===== src/mfd_pkg.sv =====
package mfd_pkg;

  typedef struct packed {
    logic [7:0] data_byte;
    logic       last_byte;
  } mfd_in_t;

  typedef struct packed {
    logic [23:0] duration_sec;
    logic [23:0] frames_found;
    logic [1:0]  result_source;
  } mfd_out_t;

  typedef enum logic [2:0] {
    ST_IDLE,
    ST_HDR,
    ST_FDIV,
    ST_DDIV,
    ST_OUT
  } mfd_state_t;

  typedef enum logic [1:0] {
    SRC_SCAN  = 2'd0,
    SRC_FALLB = 2'd1,
    SRC_SHORT = 2'd2
  } mfd_src_t;

  localparam logic [2:0] REG_MIN  = 3'd0;
  localparam logic [2:0] REG_MAX  = 3'd1;
  localparam logic [2:0] REG_DEF  = 3'd2;
  localparam logic [2:0] REG_BPS  = 3'd3;
  localparam logic [2:0] REG_FMIN = 3'd4;

  // Commands from the controller to the datapath.
  typedef struct packed {
    logic take_byte;   // run the byte through the scan
    logic hdr_apply;   // apply the decoded header
    logic fdiv_start;  // start frame-size division
    logic ddiv_start;  // start final-duration division
    logic finish;      // build the result and clear the file state
  } mfd_cmd_t;

  typedef struct packed {
    logic hdr_hit;     // byte completes a valid-synced header
    logic need_ddiv;   // final result needs a division
    logic div_busy;
  } mfd_sts_t;

  function automatic logic [9:0] kbps_lookup(input logic [2:0] row, input logic [3:0] bri);
    logic [9:0] v;
    v = 10'd0;
    case (row)
      3'd0: case (bri)
        4'd1: v = 10'd32; 4'd2: v = 10'd64; 4'd3: v = 10'd96; 4'd4: v = 10'd128;
        4'd5: v = 10'd160; 4'd6: v = 10'd192; 4'd7: v = 10'd224; 4'd8: v = 10'd256;
        4'd9: v = 10'd288; 4'd10: v = 10'd320; 4'd11: v = 10'd352;
        4'd12: v = 10'd384; 4'd13: v = 10'd416; 4'd14: v = 10'd448; default: v = 10'd0;
      endcase
      3'd1: case (bri)
        4'd1: v = 10'd32; 4'd2: v = 10'd48; 4'd3: v = 10'd56; 4'd4: v = 10'd64;
        4'd5: v = 10'd80; 4'd6: v = 10'd96; 4'd7: v = 10'd112; 4'd8: v = 10'd128;
        4'd9: v = 10'd160; 4'd10: v = 10'd192; 4'd11: v = 10'd224;
        4'd12: v = 10'd256; 4'd13: v = 10'd320; 4'd14: v = 10'd384; default: v = 10'd0;
      endcase
      3'd2: case (bri)
        4'd1: v = 10'd32; 4'd2: v = 10'd40; 4'd3: v = 10'd48; 4'd4: v = 10'd56;
        4'd5: v = 10'd64; 4'd6: v = 10'd80; 4'd7: v = 10'd96; 4'd8: v = 10'd112;
        4'd9: v = 10'd128; 4'd10: v = 10'd160; 4'd11: v = 10'd192;
        4'd12: v = 10'd224; 4'd13: v = 10'd256; 4'd14: v = 10'd320; default: v = 10'd0;
      endcase
      3'd3: case (bri)
        4'd1: v = 10'd32; 4'd2: v = 10'd48; 4'd3: v = 10'd56; 4'd4: v = 10'd64;
        4'd5: v = 10'd80; 4'd6: v = 10'd96; 4'd7: v = 10'd112; 4'd8: v = 10'd128;
        4'd9: v = 10'd144; 4'd10: v = 10'd160; 4'd11: v = 10'd176;
        4'd12: v = 10'd192; 4'd13: v = 10'd224; 4'd14: v = 10'd256; default: v = 10'd0;
      endcase
      default: case (bri)
        4'd1: v = 10'd8; 4'd2: v = 10'd16; 4'd3: v = 10'd24; 4'd4: v = 10'd32;
        4'd5: v = 10'd40; 4'd6: v = 10'd48; 4'd7: v = 10'd56; 4'd8: v = 10'd64;
        4'd9: v = 10'd80; 4'd10: v = 10'd96; 4'd11: v = 10'd112;
        4'd12: v = 10'd128; 4'd13: v = 10'd144; 4'd14: v = 10'd160; default: v = 10'd0;
      endcase
    endcase
    return v;
  endfunction

  function automatic logic [15:0] rate_lookup(input logic [1:0] ver, input logic [1:0] sri);
    logic [15:0] v;
    v = 16'd0;
    case ({ver, sri})
      4'b0000: v = 16'd11025;
      4'b0001: v = 16'd12000;
      4'b0010: v = 16'd8000;
      4'b1000: v = 16'd22050;
      4'b1001: v = 16'd24000;
      4'b1010: v = 16'd16000;
      4'b1100: v = 16'd44100;
      4'b1101: v = 16'd48000;
      4'b1110: v = 16'd32000;
      default: v = 16'd0;
    endcase
    return v;
  endfunction

endpackage


===== src/mfd_div.sv =====
// Restoring divider, one quotient bit per cycle.
module mfd_div import mfd_pkg::*; #(
  parameter int NW = 36
) (
  input  logic          clk,
  input  logic          rst_n,
  input  logic          start,
  input  logic [NW-1:0] num,
  input  logic [15:0]   den,
  output logic          busy,
  output logic [NW-1:0] quo
);
  localparam int CW = $clog2(NW + 1);
  logic [NW-1:0] q_r, q_nxt;
  logic [16:0]   rem_r, rem_nxt;
  logic [15:0]   den_r;
  logic [CW-1:0] cnt_r, cnt_nxt;
  logic          busy_r, busy_nxt;
  logic [16:0]   trial;

  always_comb begin
    q_nxt = q_r;
    rem_nxt = rem_r;
    cnt_nxt = cnt_r;
    busy_nxt = busy_r;
    trial = {rem_r[15:0], q_r[NW-1]};
    if (start) begin
      q_nxt = num;
      rem_nxt = '0;
      cnt_nxt = CW'(NW);
      busy_nxt = 1'b1;
    end else if (busy_r) begin
      if (trial >= {1'b0, den_r}) begin
        rem_nxt = trial - {1'b0, den_r};
        q_nxt = {q_r[NW-2:0], 1'b1};
      end else begin
        rem_nxt = trial;
        q_nxt = {q_r[NW-2:0], 1'b0};
      end
      cnt_nxt = cnt_r - 1'b1;
      if (cnt_r == CW'(1)) busy_nxt = 1'b0;
    end
  end

  always_ff @(posedge clk) begin
    if (!rst_n) begin
      busy_r <= 1'b0;
      cnt_r <= '0;
    end else begin
      busy_r <= busy_nxt;
      cnt_r <= cnt_nxt;
    end
    q_r <= q_nxt;
    rem_r <= rem_nxt;
    if (start) den_r <= den;
  end

  assign busy = busy_r;
  assign quo = q_r;
endmodule


===== src/mfd_datapath.sv =====
module mfd_datapath import mfd_pkg::*; #(
  parameter int SIZE_BITS = 32,
  parameter int FRAME_COUNT_BITS = 24
) (
  input  logic        clk,
  input  logic        rst_n,
  input  mfd_in_t     in_item,
  input  mfd_cmd_t    cmd,
  output mfd_sts_t    sts,
  input  logic        cfg_wr_en,
  input  logic [2:0]  cfg_index,
  input  logic [15:0] cfg_data,
  output mfd_out_t    result
);
  localparam int NW = (SIZE_BITS > 36) ? SIZE_BITS : 36;
  localparam logic [SIZE_BITS-1:0] PMAX = '1;
  localparam logic [FRAME_COUNT_BITS-1:0] FMAX = '1;
  localparam logic [35:0] SMAX = '1;

  logic [15:0] min_r, max_r, def_r, bps_r;
  logic [7:0]  fmin_r;

  logic [SIZE_BITS-1:0] pos_r;
  logic [31:0] skip_r;
  logic [23:0] win_r;
  logic [1:0]  fill_r;
  logic [27:0] tag_r;
  logic [35:0] samp_r;
  logic [FRAME_COUNT_BITS-1:0] frm_r;
  logic [15:0] fsr_r;
  logic        stop_r, phase_r, id3_r;
  // latched header fields
  logic [1:0]  lay_r;
  logic        pad_r;
  logic [15:0] sr_r;
  logic [27:0] fnum_r;

  logic [SIZE_BITS-1:0] pos_inc;
  logic [7:0] h0, h1, h2;
  logic [1:0] ver, lay, sri;
  logic [3:0] bri;
  logic [2:0] row;
  logic [9:0] kbps;
  logic [15:0] sr;
  logic sync, valid_hdr, scan_act;
  logic [27:0] tag_nxt;
  logic        tag_drop;
  logic [36:0] samp_sum;

  logic          dv_start, dv_busy;
  logic [NW-1:0] dv_num, dv_quo;
  logic [15:0]   dv_den;

  assign pos_inc = (pos_r != PMAX) ? pos_r + 1'b1 : pos_r;
  assign h0 = win_r[23:16];
  assign h1 = win_r[15:8];
  assign h2 = win_r[7:0];
  assign ver = h1[4:3];
  assign lay = h1[2:1];
  assign bri = h2[7:4];
  assign sri = h2[3:2];
  assign sync = (h0 == 8'hFF) && ((h1 & 8'hE0) == 8'hE0);
  assign row = (ver == 2'd3) ? ((lay == 2'd3) ? 3'd0 : (lay == 2'd2) ? 3'd1 : 3'd2)
                             : ((lay == 2'd3) ? 3'd3 : 3'd4);
  assign kbps = kbps_lookup(row, bri);
  assign sr = rate_lookup(ver, sri);
  assign valid_hdr = (ver != 2'd1) && (lay != 2'd0) && (bri != 4'd0) && (bri != 4'd15)
                     && (sri != 2'd3) && (kbps != 0) && (sr != 0);
  assign scan_act = !stop_r && (skip_r == 0) && (fill_r == 2'd3);
  // an ID3 tag ending on this byte drops the whole scan, header included
  assign tag_nxt = {tag_r[20:0], in_item.data_byte[6:0]};
  assign tag_drop = !phase_r && (pos_inc >= SIZE_BITS'(10)) && id3_r;
  assign sts.hdr_hit = scan_act && sync && valid_hdr && !tag_drop;
  assign sts.div_busy = dv_busy;
  assign samp_sum = {1'b0, samp_r} + ((lay == 2'd3) ? 37'd384 :
                    (lay == 2'd2 || ver == 2'd3) ? 37'd1152 : 37'd576);

  // numerator of frame size: 12000*kbps for layer I, else 144000 or 72000
  logic [27:0] fnum;
  always_comb begin
    if (lay == 2'd3) fnum = 28'(kbps) * 28'd12000;
    else if (lay == 2'd2 || ver == 2'd3) fnum = 28'(kbps) * 28'd144000;
    else fnum = 28'(kbps) * 28'd72000;
  end

  // final decision
  logic short_f, scan_res;
  assign short_f = (pos_r < SIZE_BITS'(10));
  assign scan_res = (frm_r != 0) && (fsr_r != 0);
  assign sts.need_ddiv = !short_f;

  always_comb begin
    dv_start = cmd.fdiv_start || cmd.ddiv_start;
    dv_num = NW'(fnum_r);
    dv_den = sr_r;
    if (cmd.ddiv_start) begin
      if (scan_res) begin
        dv_num = NW'(samp_r);
        dv_den = fsr_r;
      end else begin
        dv_num = NW'(pos_r);
        dv_den = (bps_r == 0) ? 16'd1 : bps_r;
      end
    end
  end

  mfd_div #(.NW(NW)) u_div (
    .clk(clk), .rst_n(rst_n), .start(dv_start), .num(dv_num), .den(dv_den),
    .busy(dv_busy), .quo(dv_quo)
  );

  // frame size from quotient
  logic [31:0] fs;
  logic [NW:0] dur;
  always_comb begin
    if (lay_r == 2'd3) fs = (32'(dv_quo[27:0]) + 32'(pad_r)) << 2;
    else fs = 32'(dv_quo[27:0]) + 32'(pad_r);
    dur = {1'b0, dv_quo};
    if (scan_res) begin
      if (dur < (NW+1)'(min_r)) dur = (NW+1)'(min_r);
      if (dur > (NW+1)'(max_r)) dur = (NW+1)'(max_r);
    end else if (dur < (NW+1)'(fmin_r)) begin
      dur = (NW+1)'(def_r);
    end
  end

  always_ff @(posedge clk) begin
    if (!rst_n) begin
      min_r <= 16'd5; max_r <= 16'd7200; def_r <= 16'd240;
      bps_r <= 16'd16000; fmin_r <= 8'd10;
      pos_r <= '0; skip_r <= '0; win_r <= '0; fill_r <= '0; tag_r <= '0;
      samp_r <= '0; frm_r <= '0; fsr_r <= '0; stop_r <= 1'b0;
      phase_r <= 1'b0; id3_r <= 1'b1;
    end else begin
      if (cfg_wr_en) begin
        case (cfg_index)
          REG_MIN:  min_r <= cfg_data;
          REG_MAX:  max_r <= cfg_data;
          REG_DEF:  def_r <= cfg_data;
          REG_BPS:  bps_r <= cfg_data;
          REG_FMIN: fmin_r <= cfg_data[7:0];
          default: ;
        endcase
      end
      if (cmd.take_byte) begin
        pos_r <= pos_inc;
        if (tag_drop) begin
          phase_r <= 1'b1;
          skip_r <= 32'(tag_nxt); win_r <= '0; fill_r <= '0; samp_r <= '0;
          frm_r <= '0; fsr_r <= '0; stop_r <= 1'b0;
        end else begin
          if (!stop_r) begin
            if (skip_r != 0) skip_r <= skip_r - 1'b1;
            else if (fill_r != 2'd3) begin
              win_r <= {win_r[15:0], in_item.data_byte};
              fill_r <= fill_r + 1'b1;
            end else if (!sync) begin
              win_r <= {win_r[15:0], in_item.data_byte};
            end else begin
              win_r <= '0;
              fill_r <= '0;
              if (valid_hdr) begin
                lay_r <= lay; pad_r <= h2[1];
                sr_r <= sr; fnum_r <= fnum;
                if (fsr_r == 0) fsr_r <= sr;
                samp_r <= samp_sum[36] ? SMAX : samp_sum[35:0];
                if (frm_r != FMAX) frm_r <= frm_r + 1'b1;
              end
            end
          end
          // tag phase uses the new byte position
          if (!phase_r) begin
            if (pos_inc == SIZE_BITS'(1) && in_item.data_byte != 8'h49) id3_r <= 1'b0;
            if (pos_inc == SIZE_BITS'(2) && in_item.data_byte != 8'h44) id3_r <= 1'b0;
            if (pos_inc == SIZE_BITS'(3) && in_item.data_byte != 8'h33) id3_r <= 1'b0;
            if (pos_inc >= SIZE_BITS'(7)) tag_r <= tag_nxt;
            if (pos_inc >= SIZE_BITS'(10)) phase_r <= 1'b1;
          end
        end
      end
      if (cmd.hdr_apply) begin
        // runs after frame-size division
        if (fs < 32'd4) stop_r <= 1'b1;
        else skip_r <= fs - 32'd4;
      end
      if (cmd.finish) begin
        pos_r <= '0; skip_r <= '0; win_r <= '0; fill_r <= '0; tag_r <= '0;
        samp_r <= '0; frm_r <= '0; fsr_r <= '0; stop_r <= 1'b0;
        phase_r <= 1'b0; id3_r <= 1'b1;
      end
    end
  end

  always_ff @(posedge clk) begin
    if (cmd.finish) begin
      if (short_f) begin
        result.duration_sec <= 24'(def_r);
        result.frames_found <= '0;
        result.result_source <= SRC_SHORT;
      end else begin
        result.duration_sec <= (dur > (NW+1)'(24'hFFFFFF)) ? 24'hFFFFFF : dur[23:0];
        result.frames_found <= scan_res ?
          ((32'(frm_r) > 32'hFFFFFF) ? 24'hFFFFFF : 24'(frm_r)) : 24'd0;
        result.result_source <= scan_res ? SRC_SCAN : SRC_FALLB;
      end
    end
  end
endmodule


===== src/mfd_ctrl.sv =====
module mfd_ctrl import mfd_pkg::*; (
  input  logic     clk,
  input  logic     rst_n,
  input  logic     in_valid,
  input  mfd_in_t  in_item,
  output logic     in_stall,
  output logic     out_valid,
  input  logic     out_stall,
  output mfd_cmd_t cmd,
  input  mfd_sts_t sts
);
  mfd_state_t state_r, state_nxt;
  logic last_r, last_nxt;
  logic in_acc;

  assign in_acc = in_valid && !in_stall;

  always_comb begin
    state_nxt = state_r;
    last_nxt = last_r;
    cmd = '0;
    in_stall = 1'b1;
    out_valid = 1'b0;
    case (state_r)
      ST_IDLE: begin
        in_stall = 1'b0;
        if (in_acc) begin
          cmd.take_byte = 1'b1;
          last_nxt = in_item.last_byte;
          if (sts.hdr_hit) begin
            state_nxt = ST_HDR;
          end else if (in_item.last_byte) begin
            state_nxt = ST_FDIV;
          end
        end
      end
      ST_HDR: begin
        cmd.fdiv_start = 1'b1;
        state_nxt = ST_FDIV;
      end
      ST_FDIV: begin
        if (!sts.div_busy) begin
          if (!last_r) begin
            state_nxt = ST_IDLE;
          end else begin
            if (sts.need_ddiv) cmd.ddiv_start = 1'b1;
            state_nxt = ST_DDIV;
          end
        end
      end
      ST_DDIV: begin
        if (!sts.div_busy) begin
          cmd.finish = 1'b1;
          state_nxt = ST_OUT;
        end
      end
      ST_OUT: begin
        out_valid = 1'b1;
        if (!out_stall) state_nxt = ST_IDLE;
      end
      default: state_nxt = ST_IDLE;
    endcase
  end

  always_ff @(posedge clk) begin
    if (!rst_n) begin
      state_r <= ST_IDLE;
      last_r <= 1'b0;
    end else begin
      state_r <= state_nxt;
      last_r <= last_nxt;
    end
  end
endmodule


===== src/mp3_frame_duration_scanner_top.sv =====
// MPEG audio duration scanner.
// Input channel: one file byte per transfer (in_valid / in_stall), with
// last_byte set on the final byte of a file. Output channel: one result
// per file, presented with out_valid until a cycle with out_stall low.
// Configuration: cfg_wr_en / cfg_index / cfg_data, written while idle.
// Input holds: an ordinary byte never holds the input. A byte completing
// a valid header holds it while the frame-size division starts and runs
// on the shared serial divider (one quotient bit per cycle) and the frame
// skip is loaded; the frame skip then runs at the byte rate. Latency: the
// controller starts the final-duration division in ST_FDIV after the
// final byte (not for a file under ten bytes), waits in ST_DDIV and
// offers the result in ST_OUT; a final byte that completes a header first
// passes ST_HDR and the frame-size division. The result then waits on the
// output until taken; the next byte is taken the cycle after.
// Reset: all scan state clears and the registers return to their
// defaults. A stalled result holds its value and blocks new bytes.
module mp3_frame_duration_scanner_top import mfd_pkg::*; #(
  parameter int SIZE_BITS = 32,
  parameter int FRAME_COUNT_BITS = 24
) (
  input  logic        clk,
  input  logic        rst_n,
  input  logic        in_valid,
  output logic        in_stall,
  input  mfd_in_t     in_data,
  output logic        out_valid,
  input  logic        out_stall,
  output mfd_out_t    out_data,
  input  logic        cfg_wr_en,
  input  logic [2:0]  cfg_index,
  input  logic [15:0] cfg_data
);
  mfd_cmd_t cmd;
  mfd_sts_t sts;
  mfd_cmd_t dcmd;

  mfd_ctrl u_ctrl (
    .clk(clk), .rst_n(rst_n), .in_valid(in_valid), .in_item(in_data),
    .in_stall(in_stall), .out_valid(out_valid), .out_stall(out_stall),
    .cmd(cmd), .sts(sts)
  );

  // apply the header once its frame-size quotient is ready
  logic hdr_pend_r;
  always_ff @(posedge clk) begin
    if (!rst_n) hdr_pend_r <= 1'b0;
    else if (cmd.fdiv_start) hdr_pend_r <= 1'b1;
    else if (hdr_pend_r && !sts.div_busy) hdr_pend_r <= 1'b0;
  end
  always_comb begin
    dcmd = cmd;
    dcmd.hdr_apply = hdr_pend_r && !sts.div_busy;
  end

  mfd_datapath #(.SIZE_BITS(SIZE_BITS), .FRAME_COUNT_BITS(FRAME_COUNT_BITS)) u_dp (
    .clk(clk), .rst_n(rst_n), .in_item(in_data), .cmd(dcmd), .sts(sts),
    .cfg_wr_en(cfg_wr_en), .cfg_index(cfg_index), .cfg_data(cfg_data),
    .result(out_data)
  );
endmodule


===== config.mk =====
export PLATFORM = sky130hd
export DESIGN_NAME = mp3_frame_duration_scanner_top
export DESIGN_NICKNAME = d
export VERILOG_FILES = /design/src/mfd_pkg.sv /design/src/mfd_div.sv /design/src/mfd_datapath.sv /design/src/mfd_ctrl.sv /design/src/mp3_frame_duration_scanner_top.sv
export SDC_FILE = /design/constraint.sdc
export NUM_CORES = 1
export LEC_CHECK = 0
export BUFFER_PORTS_ARGS = -buffer_cell sky130_fd_sc_hd__clkbuf_2
export CAP_MARGIN = 20
export CORE_MARGIN = 2
export CORE_UTILIZATION = 25
export CTS_CLUSTER_SIZE = 10
export DETAILED_ROUTE_END_ITERATION = 7
export PLACE_DENSITY_LB_ADDON = 0.08
export SYNTH_ARGS = -nofsm -noshare
export SYNTH_HDL_FRONTEND = slang
export SYNTH_SLANG_ARGS = --single-unit

===== constraint.sdc =====
create_clock -name clk -period 16.17 [get_ports clk]
set_clock_uncertainty 0.1 [all_clocks]
set_input_delay 0.8085 -clock clk [delete_from_list [all_inputs] [get_ports clk]]
set_output_delay 0.8085 -clock clk [all_outputs]
set_load 0.05 [all_outputs]

Word-level counts from Yosys, hierarchy flattened
Memories as Yosys holds them, arrays and structs flattened. A register that Yosys moved wholly into a read port is not among the register bits. Cells that the tools add are included.

Bitwise gates (word level): 8. Mux-type cells: 114. $add $sub $neg: 9. Multipliers: 3. Reduce and logical (&&, ||, !) cells: 66. Eq/ne operators: 39. Magnitude comparators: 9.

Operator list (number): 36-bit 2-to-1 mux (13); 24-bit 2-to-1 mux (15); 32-bit 2-to-1 mux (8); 16-bit 2-to-1 mux (11); 37-bit 2-to-1 mux (4); 32-bit by 2-bit == test with 1-bit output, second input constant (2); 4-bit 2-to-1 mux (12); 10-bit by 11-bit multiplier with 21-bit output, second input constant (2); 42-bit 2-to-1 mux (1); 10-bit case mux with 4 select lines (1); 36-bit by 37-bit adder with 37-bit output (1); 37-bit by 16-bit > comparator with 1-bit output (1); 37-bit by 24-bit > comparator with 1-bit output, second input constant (1); 36-bit by 16-bit < comparator with 1-bit output (1); 36-bit by 8-bit < comparator with 1-bit output (1); 32-bit by 1-bit adder with 32-bit output, second input constant (1); 32-bit by 1-bit == test with 1-bit output, second input constant (1); 32-bit by 3-bit greater-or-equal comparator with 1-bit output, second input constant (1); 32-bit by 4-bit greater-or-equal comparator with 1-bit output, second input constant (1); 16-bit zero test (2); 32-bit zero test (1); 32-bit by 3-bit < comparator with 1-bit output, second input constant (1); 32-bit by 4-bit < comparator with 1-bit output, second input constant (1); 32-bit inequality test, second input constant (1); other kinds (49) (164).

Bits in registers: 439. Bits of input ports: 33. Memories: 6. Bits in read-only memories: 672.

Memory list: (no name shown) (depth 16, width 15, rd ports 1, clocked after memory_dff 1, wr ports 0, RTL line mfd_pkg.sv:90) `case ({ver, sri})`; (no name shown) (depth 16, width 6, rd ports 1, clocked after memory_dff 1, wr ports 0, RTL line mfd_pkg.sv:59) `3'd1: case (bri)`; (no name shown) (depth 16, width 6, rd ports 1, clocked after memory_dff 1, wr ports 0, RTL line mfd_pkg.sv:65) `3'd2: case (bri)`; (no name shown) (depth 16, width 6, rd ports 1, clocked after memory_dff 1, wr ports 0, RTL line mfd_pkg.sv:71) `3'd3: case (bri)`; (no name shown) (depth 16, width 5, rd ports 1, clocked after memory_dff 1, wr ports 0, RTL line mfd_pkg.sv:77) `default: case (bri)`; (no name shown) (depth 16, width 4, rd ports 1, clocked after memory_dff 1, wr ports 0, RTL line mfd_pkg.sv:53) `3'd0: case (bri)`.

Longest topological paths before layout
Gate-level depths: netlist of run 1.

Depth in word-level cells: 15. Depth in mapped cells: 26. Depth with buffers taken out: 25.

Cells and area by module
A second synthesis of run 1 with hierarchy kept.

Cell total of the unflattened synthesis: 3497. Area total of the unflattened synthesis: 29390.7 um2.

Modules (own cells, without submodules): mfd_datapath (times used 1, sequential area each 8468.1 um2, area each 25004.0 um2, cells an instance 3095); mfd_div (times used 1, sequential area each 2021.9 um2, area each 4042.6 um2, cells an instance 364); mfd_ctrl (times used 1, sequential area each 80.1 um2, area each 304.0 um2, cells an instance 34); mp3_frame_duration_scanner_top (times used 1, sequential area each 20.0 um2, area each 40.0 um2, cells an instance 4).

Least setup slack after synthesis of run 1
OpenSTA, ideal clock, no wires.

Path type: reg2reg. Start: register u_dp.win_r[12]. End: register u_dp.fnum_r[23] (data pin). Clock period less this slack: 5658 ps. Buffers on the path: 2. Arrival time: 5284 ps. Cell stages (with the launch flop): 26. Slack: 10512 ps. Cells stage by stage: dfxtp_1 and2_1 clkbuf_1 clkbuf_1 mux2i_1 o21ai_0 inv_1 fa_1 inv_1 ha_1 ha_1 inv_1 fa_1 inv_1 ha_1 a21o_1 a21oi_1 o21bai_1 a21oi_1 o21bai_1 a21oi_1 o21bai_1 a21oi_1 nor2_1 a2111oi_0 a211oi_1.

Word-level cells in the longest chain between the ends: 7.

RTL lines: start, declared (RTL line mfd_datapath.sv:25) `logic [23:0] win_r;`; start signal, assigned (RTL line mfd_datapath.sv:155) `win_r <= {win_r[15:0], in_item.data_byte};`; start signal, assigned (RTL line mfd_datapath.sv:158) `win_r <= {win_r[15:0], in_item.data_byte};`; 2-bit == test (*) (RTL line mfd_datapath.sv:63, mfd_datapath.sv:82); 3-bit 2-to-1 mux (RTL line mfd_datapath.sv:63) `assign row = (ver == 2'd3) ? ((lay == 2'd3) ? 3'd0 : (lay == 2'd2) ? 3'd1 : 3'd2)`; 3-bit by 2-bit == test with 1-bit output (tied with other cells) (RTL line mfd_pkg.sv:52) `case (row)`; 10-bit case mux with 4 select lines (RTL line mfd_pkg.sv:52); 10-bit by 11-bit multiplier with 21-bit output (RTL line mfd_datapath.sv:82, mfd_datapath.sv:83); 27-bit 2-to-1 mux (RTL line mfd_datapath.sv:82) `else if (lay == 2'd2 || ver == 2'd3) fnum = 28'(kbps) * 28'd144000;`; 24-bit 2-to-1 mux (*) (RTL line mfd_datapath.sv:81) `if (lay == 2'd3) fnum = 28'(kbps) * 28'd12000;`; via u_dp.fnum[23] (RTL line mfd_datapath.sv:79) `logic [27:0] fnum;`; end signal, assigned (RTL line mfd_datapath.sv:164) `sr_r <= sr; fnum_r <= fnum;`; end, declared (RTL line mfd_datapath.sv:36) `logic [27:0] fnum_r;`.

Mark *: on every way through the listed nets, which the timed path passes. The rest lies on a longest branch. A chain may end at the register's enable or synchronous reset.

Worst setup path after layout of run 1
Same ends and word-level chain as after synthesis.

==> out/results.tsv, run 1 <==
metric	value	unit
dr_wl_met3	3409	um
initial_core_util	0.2515	
crit_chain	nand2_1, and3_1, o21ai_0, o21a_1, inv_1, ha_1, inv_1, fa_1, inv_1, ha_1, inv_1, fa_1, inv_1, ha_1, a21oi_1, o21bai_1, a21oi_1, o21bai_1, a21oi_1, o21bai_1, a21oi_1, nor2_1, a2111oi_0, a211oi_1	
r2r-start	u_dp.win_r[12]$_SDFFE_PP0P_	
cts_resized	0	
start_kind	flip-flop	
critPathCapture	u_dp.fnum_r[23]$_DFFE_PP_	
syn_inst	3349	
rrSetupSlack	9.65	ns
wl_met2	48440	um
cts_root_buffer	clkbuf_16	
cts.clk_slew.worst_paths	0.06	ns
slowest_stage	nand2_1	
antenna_found_initial	2	
slew_viol_final	0	
critPathMaxFanout	28	
worst_slew_pin_slew	1.244	ns
wl	104000	um
drt_iter0_drc	1700	
synthArstFlopShare	0	
ys.flop_type	dfxtp_1	
critPathMaxStageDelay	0.55	ns
crit_arrival	6.82	ns
ant_nets	0	
fmax	153.4	MHz
place.gp.congestion	0.8090	
post-route-drc-count	0	
synth_seq_cells	460	
yosysSeqAreaShare	0.3749	
syn-num-nets	3567	
top_layer_used	met5	
viasPerCell	4.907	
post-route-min-period	6.518	ns
r2r_cells	24	
syn_avg_cell_area	8.436	um^2
die_area	0.1157	mm^2
insertion_delay	0.68	ns
drive_gt1_frac	0.09335	
ctsHoldBuffers	0	
timing.final.hold_violations	0	
numCtsBuffers	61	
die_height	340.2	um
htreeDepth	2	
fp.dieW	340.2	um
clock_path_buffers	3	
relSlewSlack	0.1705	
period_share	0.4031	
status	completed	
ios	85	
synth_edf_count	138	
area_growth	13.98	%
ys_warn_count	0	
postCtsSetupBuffers	0	
num_vias	24040	
tns	0	ns
p_leak	12.54	nW
max_cap_violations	0	
grt_util_all_layers	0.1770	
clock_sinks	460	
hold_class	reg -> reg	
hpwl	76000	um
rsz0062_at_grt	no	
wl_per_cell	21.23	um
synth_cell_type_count	112	
fillers	12140	
setup_viol	0	
power.density	135.5	mW/mm^2
core_area	0.1123	mm^2
criticalPathCategory	reg -> reg	
crit_required	16.47	ns
critPathLaunch	u_dp.win_r[12]$_SDFFE_PP0P_	
rows	123	
final_common_cell	nand2_1	
layout_common_cells	424 x nand2_1, 332 x nor2_1, 322 x dfxtp_1, 178 x inv_1, 174 x o21ai_0	
worst_path_most_repeated_cell	inv_1	
worstSetupEndpointType	flip-flop	
cts_tree	built	
worstReg2RegEnd	u_dp.fnum_r[23]$_DFFE_PP_	
grt_pass1_wl	157600	um
nets	3562	
grt_max_degree	128	
irDropWorstVdd	84.31	uV
grt-ovfl-total	0	
first_pass_iters	5	
met1_length	49970	um
grt_pass1_vias	23810	
synth_area	0.02825	mm^2
fin_hold_ws	0.3620	ns
port_buffers	84	
-- cells by family after synthesis --
kind of cell / synth area share
simple gates: 0.2172
compound gates: 0.1838
flops: 0.3749
buf+inv: 0.05647
fa+ha+maj: 0.08831
xor+xnor: 0.04185
mux: 0.03756
-- worst max-delay path, delay by kind of cell (launching register included) --
family                   cells  cell delay, ns
buffers and inverters        5            0.51
adder cells (fa/ha/maj)      5            2.06
flip-flops                   1            0.41
AND/OR/NAND/NOR              3            1.06
AO/OA/AOI/OAI               11            2.09
-- through the flow --
step | std cells | instance area [um^2] | power [mW] | util | setup slack [ns]
after global placement | 4779 | 30160 | 3.044 | 0.2684 | 9.621
after detailed placement | 4780 | 30180 | 3.023 | 0.2687 | 9.678
final | 4899 | 32200 | 4.363 | 0.2866 | 9.652
after floorplan | 3349 | 28250 | 2.516 | - | 10.51
after CTS | 4895 | 32180 | 4.423 | 0.2865 | 9.634
after global routing | 4896 | 32190 | 4.651 | 0.2866 | 9.024
-- where the power goes --
part	switching, mW	internal, mW
sequential	0.147	1.37
combinational	0.968	0.511
clock	0.565	0.805
total	1.68	2.68
-- state kept, by name (all words and copies together), names as in the netlist, 19 cells and up, named ones only --
signal          cells
u_dp.fnum_r        19
u_dp.frm_r         24
u_dp.pos_r         32
u_dp.result        50
u_dp.samp_r        31
u_dp.skip_r        32
u_dp.tag_r         21
u_dp.u_div.quo     36
u_dp.win_r         24
-- layer usage --
metal / vias to the layer above / track usage
met5: - / 0
met4: 2 / 0.04139
met3: 115 / 0.02363
met2: 381 / 0.2918
met1: 11600 / 0.2447
li1: 11940 / -
-- worst min-delay path by stage --
| stage | startpoint | endpoint | slack, ns | cells past startpoint |
|---|---|---|---|---|
| after floorplan | u_dp.win_r[10]$_SDFFE_PP0P_ | u_dp.lay_r[1]$_DFFE_PP_ | 0.31 | 0 |
| final | u_ctrl.last_r$_SDFFE_PN0P_ | u_ctrl.last_r$_SDFFE_PN0P_ | 0.36 | 2 |
| after CTS | in_data[0] | u_ctrl.last_r$_SDFFE_PN0P_ | 0.33 | 3 |
| after detailed placement | hdr_pend_r$_SDFFE_PN0P_ | hdr_pend_r$_SDFFE_PN0P_ | 0.35 | 2 |
| after global routing | cfg_data[10] | u_dp.def_r[10]$_SDFFE_PN0P_ | 0.36 | 3 |
| after global placement | u_dp.samp_r[4]$_SDFFE_PP0P_ | u_dp.samp_r[4]$_SDFFE_PP0P_ | 0.35 | 2 |
-- cells in the mapped netlist, types with 13 or more instances --
master | instances | area (um^2)
nand2_1 | 425 | 1595
nor2_1 | 332 | 1246
dfxtp_1 | 322 | 6446
inv_1 | 179 | 671.9
o21ai_0 | 175 | 875.8
ha_1 | 161 | 2014
a21oi_1 | 159 | 795.8
clkbuf_1 | 149 | 559.3
edfxtp_1 | 138 | 4144
nand3_1 | 97 | 485.5
mux2i_1 | 91 | 910.9
xnor2_1 | 88 | 770.7
nor3_1 | 82 | 410.4
a21boi_0 | 70 | 525.5
and3_1 | 54 | 337.8
a211oi_1 | 53 | 397.9
nand4_1 | 52 | 325.3
a31oi_1 | 50 | 312.8
and2_1 | 47 | 294.0
nor4_1 | 47 | 294.0
xor2_1 | 47 | 411.6
a22oi_1 | 41 | 307.8
buf_2 | 40 | 200.2
or3_1 | 34 | 212.7
o211ai_1 | 32 | 240.2
fa_1 | 24 | 480.5
a21o_1 | 22 | 165.2
o21bai_1 | 19 | 142.6
and4_1 | 18 | 157.7
nand2b_1 | 18 | 112.6
nor2b_1 | 16 | 100.1
o21a_1 | 15 | 112.6
buf_1 | 13 | 48.80
-- layout make-up --
class,instances,area [um^2],share of cell area
Clock inverter,21,209.0,0.006489
Multi-Input combinational cell,2491,16110,0.5004
Inverter,186,705.7,0.02191
Sequential cell,460,10590,0.3289
Tap cell,1500,1877,0.05828
Clock buffer,94,1790,0.05560
Antenna cell,3,7.507,0.0002331
Timing Repair Buffer,144,907.1,0.02817
No activity file was read; power rests on OpenSTA's default activity.
==> run 2: changes to the inputs <==
Clock period 16.17 ns to 6.57 ns, I/O delays scaled along.
==> out/results.tsv, run 2 (synthesized netlist as in run 1, its figures left out) <==
metric	value	unit	change
status	completed		
r2r_cells	18		-25%
first_pass_iters	5		unchanged
worst_slew_pin_slew	1.157	ns	-0.08749 ns
port_buffers	84		unchanged
p_leak	12.69	nW	+1.3%
placed_cell_area	0.03027	mm^2	+0.28%
insertion_delay	0.66	ns	-0.02 ns
critPathLaunch	u_dp.u_div.quo[16]$_DFFE_PP_		
crit_chain	or4_1, nor4_1, nand2_1, a311oi_1, o21ai_2, buf_4, o21ai_0, ha_1, a21o_1, a21o_1, a21o_1, a2111oi_0, o21ai_0, a41o_1, a21oi_2, mux2_2, o221ai_1, nand2_1		
total_power	10.75	mW	+150%
rows	123		unchanged
period_share	0.9552		+0.5521
viasPerCell	4.908		about the same
rsz0062_at_grt	no		
placed_cells	4794		+0.29%
p_sw	4.101	mW	+140%
cts_root_buffer	clkbuf_16		
power.density	331.0	mW/mm^2	+140%
drt_iter0_drc	1580		-7.1%
num_antenna_cells	0		-3
clock_path_buffers	3		unchanged
fmax	159.3	MHz	+3.9%
r2r-start	u_dp.u_div.quo[16]$_DFFE_PP_		
initial_core_util	0.2515		unchanged
cts.clk_slew.worst_paths	0.06	ns	about the same
grt-ovfl-total	0		unchanged
grt_pass1_vias	23830		+0.080%
cts_resized	0		unchanged
worstSetupEndpointType	flip-flop		
pwr-share-seq	0.342		-0.005
critPathMaxFanout	14		-50%
final_area	0.03249	mm^2	+0.89%
criticalPathCategory	reg -> reg		
wl	103600	um	-0.35%
irDropWorstVdd	199.3	uV	+140%
die_area	0.1157	mm^2	unchanged
worstReg2RegEnd	u_dp.result[37]$_DFFE_PP_		
area_growth	15.00	%	
cts_tree	built		
slew_viol_final	0		unchanged
die_height	340.2	um	unchanged
instances_no_fill	4930		+0.63%
max_cap_violations	0		unchanged
switching_share	0.3815		-0.003593
timing.final.hold_violations	0		unchanged
slowest_stage	edfxtp_1		
numCtsBuffers	60		-1.6%
crit_arrival	6.57	ns	-0.25 ns
fillers	12190		+0.36%
ant_nets	0		unchanged
rrSetupSlack	0.29	ns	-9.36 ns
antenna_found_initial	3		+1
post-route-min-period	6.276	ns	-0.2423 ns
hpwl	76920	um	+1.2%
regMostFlops	u_dp.result		
post-route-drc-count	0		unchanged
place.gp.congestion	0.8117		+0.33%
drive_gt1_frac	0.09534		+0.001990
fp.dieW	340.2	um	unchanged
nets	3600		+1.1%
setup_viol	0		unchanged
critPathCapture	u_dp.result[37]$_DFFE_PP_		
p_clk_frac	0.310		-0.004
largest_reg_flops	50		unchanged
num_vias	24200		+0.65%
layout_common_cells	424 x nand2_1, 332 x nor2_1, 322 x dfxtp_1, 178 x inv_1, 174 x o21ai_0		
worst_path_most_repeated_cell	a21o_1		
grt_pass1_wl	156700	um	-0.54%
comb_power_share	0.348		+0.009
critPathMaxStageDelay	0.59	ns	+0.04 ns
crit_required	6.86	ns	-9.61 ns
postCtsSetupBuffers	0		unchanged
hold_class	in -> reg		
core_area	0.1123	mm^2	unchanged
tns	0	ns	unchanged
wl_per_cell	21.02	um	-0.98%
final_common_cell	nand2_1		
internal-power	6.651	mW	+150%
grt_max_degree	85		-34%
clock_sinks	460		unchanged
ios	85		unchanged
relSlewSlack	0.2289		+0.05832
start_kind	flip-flop		
htreeDepth	2		unchanged
grt_util_all_layers	0.1761		-0.0009092
## run 2: routing by layer
metal / track usage / vias to the layer above / wire length, um
met5: 0 / - / 30
met4: 0.03901 / 6 / 1999
met3: 0.02290 / 117 / 3487
met2: 0.2903 / 381 / 48410
met1: 0.2446 / 11650 / 49700
li1: - / 12040 / -
## run 2: through the flow
stage	hold slack, ns	worst slack (ns)	util
2_1_floorplan	0.3064	0.9124	-
3_3_place_gp	0.3516	0.4215	0.2694
3_5_place_dp	0.3599	0.3648	0.2694
4_1_cts	0.1234	0.3052	0.2891
5_1_grt	0.1703	0.1124	0.2892
6_report	0.1813	0.2943	0.2892
## run 2: what timing repair did
item / 4_1_cts / 5_1_grt
hold buffers: 25 / 0
hold endpoints to repair: 83 / 0
setup endpoints to repair: 0 / 0
## run 2: power by group through the flow
stage | combinational [mW] | clock, mW | sequential [mW]
after CTS | 3.80 | 3.44 | 3.68
after detailed placement | 3.76 | 0 | 3.74
after global routing | 4.18 | 3.54 | 3.72
after global placement | 3.80 | 0 | 3.75
after floorplan | 2.50 | 0 | 3.69
final | 3.75 | 3.33 | 3.68
## run 2: how the worst min path moves through the flow
| stage | from | endpoint | cells after the start |
|---|---|---|---|
| after detailed placement | u_dp.samp_r[4]$_SDFFE_PP0P_ | u_dp.samp_r[4]$_SDFFE_PP0P_ | 2 |
| after CTS | cfg_index[2] | u_dp.fmin_r[6]$_SDFFE_PN0P_ | 4 |
| after global routing | cfg_index[2] | u_dp.fmin_r[5]$_SDFFE_PN0P_ | 4 |
| final | cfg_index[2] | u_dp.fmin_r[6]$_SDFFE_PN0P_ | 4 |
| after floorplan | u_dp.win_r[10]$_SDFFE_PP0P_ | u_dp.lay_r[1]$_DFFE_PP_ | 0 |
| after global placement | hdr_pend_r$_SDFFE_PN0P_ | hdr_pend_r$_SDFFE_PN0P_ | 2 |
## run 2: worst max-delay path, delay by kind of cell (launching register included)
family          cells  cell delay, ns
buf+inv             1            0.25
fa+ha+maj           1            0.30
flops               1            0.59
compound gates     11            2.86
simple gates        4            1.53
mux                 1            0.38
## run 2: final cells by class
class	instances	area (um^2)	share of cell area
Clock inverter	13	138.9	0.004275
Sequential cell	460	10590	0.3260
Inverter	186	705.7	0.02172
Multi-Input combinational cell	2491	16110	0.4960
Tap cell	1500	1877	0.05777
Timing Repair Buffer	183	1239	0.03813
Clock buffer	97	1823	0.05611
